$ cat src/hdl/pcr_pkg.sv
// Shared types and constants of the polyline corner rounding block.
`default_nettype none
package pcr_pkg;

	localparam int AMT_W = 31;

	localparam logic [1:0] KIND_MOVE  = 2'd0;
	localparam logic [1:0] KIND_LINE  = 2'd1;
	localparam logic [1:0] KIND_CURVE = 2'd2;

	localparam logic [1:0] MODE_NONE  = 2'd0;
	localparam logic [1:0] MODE_START = 2'd1;
	localparam logic [1:0] MODE_END   = 2'd2;
	localparam logic [1:0] MODE_BOTH  = 2'd3;

	localparam logic [1:0] POS_EMPTY = 2'd0;
	localparam logic [1:0] POS_ONE   = 2'd1;
	localparam logic [1:0] POS_MANY  = 2'd2;

	localparam logic [0:0] REG_SHORTEN_LEN = 1'b0;

	typedef enum logic [2:0] {
		ST_IDLE,
		ST_CALC,
		ST_MUL,
		ST_DINIT,
		ST_DIV,
		ST_APPLY,
		ST_EMIT
	} state_t;

	typedef enum logic [2:0] {
		SEL_POINT,
		SEL_MID_SE,
		SEL_MID_X1,
		SEL_X1,
		SEL_X2
	} sel_t;

	typedef struct packed {
		logic       load_in;
		logic       calc;
		logic       mul;
		logic       dinit;
		logic       dstep;
		logic       apply;
		logic       emit;
		sel_t       sel;
		logic [1:0] kind;
		logic       run_end;
		logic       path_end;
		logic       commit_prev;
		logic       commit_se;
		logic [1:0] mode;
	} cmd_t;

	typedef struct packed {
		logic out_free;
	} status_t;

endpackage
`default_nettype wire

$ cat src/hdl/pcr_ctrl.sv
// Controller: sequences one vertex through the datapath and its results.
`default_nettype none
module pcr_ctrl
	import pcr_pkg::*;
#(
	parameter int COORD_WIDTH = 32
) (
	input  wire logic    clk,
	input  wire logic    arst_n,
	input  wire logic    in_valid,
	output logic         in_ready,
	input  wire logic    last_point,
	input  wire status_t status,
	output cmd_t         cmd
);

	localparam int CNTW = $clog2(COORD_WIDTH);

	state_t          state_q, state_d;
	logic [1:0]      pos_q, mode_q, mode_d, k_q;
	logic            last_q, final_res;
	logic [CNTW-1:0] cnt_q;

	always_comb begin
		if (pos_q == POS_ONE) begin
			mode_d = last_point ? MODE_NONE : MODE_END;
		end else if (pos_q == POS_MANY) begin
			mode_d = last_point ? MODE_START : MODE_BOTH;
		end else begin
			mode_d = MODE_NONE;
		end
	end

	always_comb begin
		state_d   = state_q;
		in_ready  = 1'b0;
		cmd       = '0;
		cmd.mode  = mode_q;
		cmd.sel   = SEL_POINT;
		cmd.kind  = KIND_MOVE;
		final_res = 1'b1;
		case (state_q)
			ST_IDLE: begin
				in_ready = 1'b1;
				if (in_valid) begin
					cmd.load_in = 1'b1;
					state_d = (pos_q == POS_ONE || pos_q == POS_MANY) ? ST_CALC : ST_EMIT;
				end
			end
			ST_CALC: begin
				cmd.calc = 1'b1;
				state_d  = ST_MUL;
			end
			ST_MUL: begin
				cmd.mul = 1'b1;
				state_d = ST_DINIT;
			end
			ST_DINIT: begin
				cmd.dinit = 1'b1;
				state_d   = ST_DIV;
			end
			ST_DIV: begin
				cmd.dstep = 1'b1;
				if (cnt_q == '0) begin
					state_d = ST_APPLY;
				end
			end
			ST_APPLY: begin
				cmd.apply = 1'b1;
				state_d   = ST_EMIT;
			end
			ST_EMIT: begin
				if (pos_q == POS_MANY) begin
					final_res = (k_q == 2'd3);
					case (k_q)
						2'd0: begin
							cmd.sel  = SEL_MID_SE;
							cmd.kind = KIND_CURVE;
						end
						2'd1: begin
							cmd.sel  = SEL_MID_X1;
							cmd.kind = KIND_CURVE;
						end
						2'd2: begin
							cmd.sel  = SEL_X1;
							cmd.kind = KIND_CURVE;
						end
						default: begin
							cmd.sel  = SEL_X2;
							cmd.kind = KIND_LINE;
						end
					endcase
				end else if (pos_q == POS_ONE) begin
					cmd.sel  = SEL_X2;
					cmd.kind = KIND_LINE;
				end
				cmd.run_end  = final_res;
				cmd.path_end = final_res && last_q;
				if (status.out_free) begin
					cmd.emit = 1'b1;
					if (final_res) begin
						cmd.commit_prev = 1'b1;
						cmd.commit_se   = (pos_q == POS_ONE || pos_q == POS_MANY);
						state_d         = ST_IDLE;
					end
				end
			end
			default: begin
				state_d = ST_IDLE;
			end
		endcase
	end

	always_ff @(posedge clk or negedge arst_n) begin
		if (!arst_n) begin
			state_q <= ST_IDLE;
			pos_q   <= POS_EMPTY;
			mode_q  <= MODE_NONE;
			last_q  <= 1'b0;
			k_q     <= '0;
			cnt_q   <= '0;
		end else begin
			state_q <= state_d;
			if (cmd.load_in) begin
				mode_q <= mode_d;
				last_q <= last_point;
				k_q    <= '0;
			end
			if (cmd.dinit) begin
				cnt_q <= CNTW'(COORD_WIDTH - 1);
			end else if (cmd.dstep) begin
				cnt_q <= cnt_q - 1'b1;
			end
			if (cmd.emit) begin
				k_q <= k_q + 1'b1;
			end
			if (cmd.emit && final_res) begin
				if (last_q) begin
					pos_q <= POS_EMPTY;
				end else if (pos_q == POS_ONE || pos_q == POS_MANY) begin
					pos_q <= POS_MANY;
				end else begin
					pos_q <= POS_ONE;
				end
			end
		end
	end

`ifndef SYNTHESIS
	a_accept_next: assert property (@(posedge clk) disable iff (!arst_n)
		in_valid && in_ready |=> state_q == ST_CALC || state_q == ST_EMIT)
		else $error("accepted transaction did not start processing");
	a_pos_legal: assert property (@(posedge clk) disable iff (!arst_n)
		pos_q != 2'd3)
		else $error("vertex position reached unused code");
	a_div_hold: assert property (@(posedge clk) disable iff (!arst_n)
		state_q == ST_DIV && cnt_q != '0 |=> state_q == ST_DIV)
		else $error("divider left before its last step");
	a_single_result: assert property (@(posedge clk) disable iff (!arst_n)
		state_q == ST_EMIT && pos_q != POS_MANY |-> k_q == 2'd0)
		else $error("extra result for a move or line transaction");
`endif

endmodule
`default_nettype wire

$ cat config.mk
export PLATFORM = sky130hd
export DESIGN_NAME = pcr_ctrl
export DESIGN_NICKNAME = d
export VERILOG_FILES = /design/src/hdl/pcr_pkg.sv /design/src/hdl/pcr_ctrl.sv
export SDC_FILE = /design/constraint.sdc
export NUM_CORES = 1
export LEC_CHECK = 0
export ABC_CLOCK_PERIOD_IN_PS = 2200
export BUFFER_PORTS_ARGS = -buffer_cell sky130_fd_sc_hd__buf_2
export CORE_MARGIN = 2
export CORE_UTILIZATION = 55
export DETAILED_ROUTE_END_ITERATION = 12
export PLACE_DENSITY = 0.82
export SLEW_MARGIN = 10
export SYNTH_ARGS = -nofsm -noshare
export SYNTH_HDL_FRONTEND = slang
export SYNTH_SLANG_ARGS = --single-unit
$ cat constraint.sdc
create_clock -name clk -period 2.2 [get_ports clk]
set_clock_uncertainty 0.2 [all_clocks]
set_input_delay 0.33 -clock clk [delete_from_list [all_inputs] [get_ports clk]]
set_output_delay 0.33 -clock clk [all_outputs]
set_load 0.01 [all_outputs]
==> After elaboration in Yosys (flattened, before gate mapping) <==
Cells that the tools add are included.
{ "totals": {"ff_bits": 15, "in_bits": 5, "wordCells": 66} }
{ "classes": {"n_addsub": 2, "n_eq_ne": 15, "n_mux": 34, "reduce_logical": 9} }
{ "ops": {"columns": ["operator", "n"], "rows": [
  ["3-bit case mux with 7 select lines", 1],
  ["2-bit two-way mux", 10],
  ["5-bit two-way mux", 4],
  ["3-bit two-way mux", 5],
  ["5-bit case mux with 3 select lines", 1],
  ["1-bit two-way mux", 12],
  ["10-bit two-way mux", 1],
  ["3-bit == test, second input constant", 3],
  ["2-bit != test, second input constant", 4],
  ["2-bit == test, second input constant", 3],
  ["3-bit by 2-bit == test with 1-bit output, second input constant", 2],
  ["5-bit logical NOT", 1],
  ["5-bit by 1-bit subtractor with 5-bit output, second input constant", 1],
  ["2-bit by 1-bit == test with 1-bit output, second input constant", 2],
  ["4-bit AND reduction", 1],
  ["2-bit nonzero test", 2],
  ["3-bit by 1-bit == test with 1-bit output, second input constant", 1],
  ["3-bit logical NOT", 1],
  ["2-bit by 1-bit adder with 2-bit output, second input constant", 1],
  ["1-bit logical AND", 2],
  ["2-bit logical NOT", 1],
  ["1-bit logical OR", 1]
]} }

==> Longest topological paths before layout <==
{ "depth": {"depth_word": 7, "depth_mapped": 6, "ltp_nobuf": 5} }

==> Worst setup path after synthesis <==
No wires, ideal clock.
{ "synth_timing": {"kind": "register -> output", "from": "reg pos_q[0]", "to": "out cmd[4] (netlist name)", "t_arrival_ns": 1.249, "required_time_ns": 1.670, "path_slack_ns": 0.421, "path_stages_with_launch": 6, "path_buffers": 0, "cell_sequence": "dfrtp_1 inv_1 ha_1 nor2b_1 nor2_1 and2_1"} }
{ "synth_lines": {"columns": ["item", "line", "rtl"], "rows": [
  ["start: declaration", "pcr_ctrl.sv:20", "logic [1:0] pos_q, mode_q, mode_d, k_q;"],
  ["start signal: assignment", "pcr_ctrl.sv:117", "pos_q <= POS_EMPTY;"],
  ["start signal: assignment", "pcr_ctrl.sv:139", "pos_q <= POS_EMPTY;"],
  ["start signal: assignment", "pcr_ctrl.sv:141", "pos_q <= POS_MANY;"],
  ["end: declaration", "pcr_ctrl.sv:14", "output cmd_t cmd"]
]} }

==> metrics <==
Worst VDD drop=0.766 mV; worst skew pair latency=0.28 ns; Final #Nets=roughly 140; DRC=0; commonest non-fill, non-tap cell in the layout=buf_2; die width=about 45 um; Num Clock Sinks=15; synth top area cells=dfrtp_1, ha_1, nor2_1; Synth cell types=32; crit-path max FO=11; syn_nets=about 120; most frequent cells in the layout=buf_2, dfrtp_1, nor2_1, nand2_1, inv_1; Worst setup EP type=output port; total power=between 1.5 and 2 mW; Synth Warn #=0; Post-synth EDFFs=0; clock-pin slew on the worst setup and hold paths=~0.090 ns; I/O Buffers=23; Async SR Flop Fraction=1.00; initial drt markers=5; critical path's top delay family=simple AND/OR/NAND/NOR gates; Final ANT Viol Nets=0; aggregate negative setup slack=0 ns; largest net degree at the start of global routing=16; Max Slew Vio Count=0; Main synth FF type=dfrtp_1; global-route wire length before repair=3.31 mm; min cycle time layout=2.12 ns; drt wl/cell=13.7 um; worst-path cell chain=or4b_1, inv_2, buf_2; mapped cell area=942 um2; Core ar.=between 0.0015 and 0.002 mm2; final period utilization=0.963; hpwl dp=1.51 mm; initial antenna violation count=0; syn_area_per_cell=approximately 9.1 um2; WP data arrival=1.59 ns; CP max stage cell=or4b_1; total power density per cell area=1330 mW/mm2; Longest Clk Path Bufs=2; number of register bits inferred by synthesis=15; RSZ-0062 raised after global routing=no; number of buffers created by CTS=3; max_cap viols=0; final setup vio count=0; H-tree Lvls=1; CP bufs+invs=2; vias per cell=between 5 and 6; FMAX=between 0.4 and 0.5 GHz; Synth Instances=104; Worst-Margin Slew=between 0.3 and 0.4 ns; Total GRT Usage=0.227; sequential area share after synthesis=0.398; share of layout cells above drive strength 1=0.277; io pins=24; Tightest Hold Check Type=input port to register; vias in the first global route=779; share of the synthesized area in the top cell type=0.398; Chip Height=45.4 um; GP Congestion=0.868; endpoints failing hold=0; Req. time, crit path=1.67 ns; Startpoint Class=register; CP max stage delay=approximately 0.56 ns; area leader, netlist=dfrtp_1; Initial Util=0.604; Slew headroom=0.734; # fillers=118; GRT Residual Overflow=0; die area=0.00206 mm2; outcome=finished, final reports clean; via total after detailed routing=813; area grow syn2layout=19.5%; Cell Rows=14; CTS root buffer=clkbuf_4; Ant. Diodes=0; Post-Route WL=2.01 mm; CTS tree=built; LEAKAGE=just over 0.6 nW; Pre-antenna DRT Iters=4; critical path class=register to output port
-- power breakdown --
group	internal, mW	switching [mW]
sequential	0.400	0.132
clock	0.0704	0.0911
combinational	0.368	0.440
-- area by class of cell --
cell class / instances / area (um2) / area share
clock buffer: 4 / 26.3 / 0.0233
inverter: 10 / 37.5 / 0.0333
multi-input combinational: 74 / 519 / 0.461
sequential: 15 / 375 / 0.333
tap: 16 / 20.0 / 0.0178
timing repair buffer: 27 / 148 / 0.131
-- flip-flops by register name, indices dropped and copies added (netlist names) --
register and flops:
mode_q 2, k_q 2, last_q 1, cnt_q 5
pos_q 2, state_q 3
-- cell usage after synthesis, types with 2 or more instances --
master,count
a21oi_1,4
and3_1,2
buf_2,3
buf_4,2
dfrtp_1,15
ha_1,7
inv_1,9
mux2i_1,3
nand2_1,11
nand2b_1,4
nand3_1,4
nor2_1,12
nor2b_1,3
nor3_1,4
o21ai_0,2
o21ai_1,3
-- routing by layer --
metal / GRT usage / wire length (um) / vias up
li1: - / - / 404
met1: 0.288 / 895 / 382
met2: 0.372 / 1010 / 21
met3: 0.0437 / 78 / 6
met4: 0.100 / 26 / 0
met5: 0 / 0 / -
-- logic make-up (layout without fill, tap and decap cells) --
family | after synthesis | after routing | synth area share
AND/OR/NAND/NOR | 46 | 46 | 0.274
AO/OA/AOI/OAI | 17 | 17 | 0.122
flip-flops | 15 | 15 | 0.398
buffers and inverters | 15 | 41 | 0.0717
adder cells (fa/ha/maj) | 7 | 7 | 0.0930
multiplexers | 3 | 3 | 0.0319
XOR/XNOR | 1 | 1 | 0.00930
-- per-stage QoR --
| step | util | instances | hold WS [ns] | instance area, um2 | worst slack (ns) |
|---|---|---|---|---|---|
| final | 0.722 | 146 | 0.0468 | 1130 | 0.0825 |
| after global routing | 0.722 | 146 | 0.0425 | 1130 | 0.0125 |
| after CTS | 0.711 | 146 | 0.0380 | 1110 | 0.0190 |
| after detailed placement | 0.686 | 141 | 0.0529 | 1070 | 0.281 |
| after global placement | 0.686 | 141 | 0.0496 | 1070 | 0.355 |
| after floorplan | - | 104 | -0.166 | 942 | 0.421 |
-- worst reg2reg max path, stage by stage (launching register included) --
cell	delay [ns]
dfrtp_1	0.52
or4b_1	0.56
buf_4	0.19
o31ai_2	0.18
-- worst paths after layout --
path	startpoint	end	slack (ns)	cells after the start
max	state_q[2]	cmd[17]	0.08	3
min in group asynchronous	arst_n	cnt_q[4]	0.30	2
min	last_point	mode_q[1]	0.05	2
min reg2reg	mode_q[0]	mode_q[0]	0.28	2
max in group asynchronous	arst_n	state_q[1]	1.25	2
max reg2reg	state_q[2]	mode_q[1]	0.46	3
-- timing repair --
item,in CTS,in global routing
buffers inserted,0,0
hold buffers,1,0
endpoints found under the setup margin,1,3
hold endpoints to repair,15,0
resized for setup,1,3
Note: power is estimated with default switching activity, not from simulation.
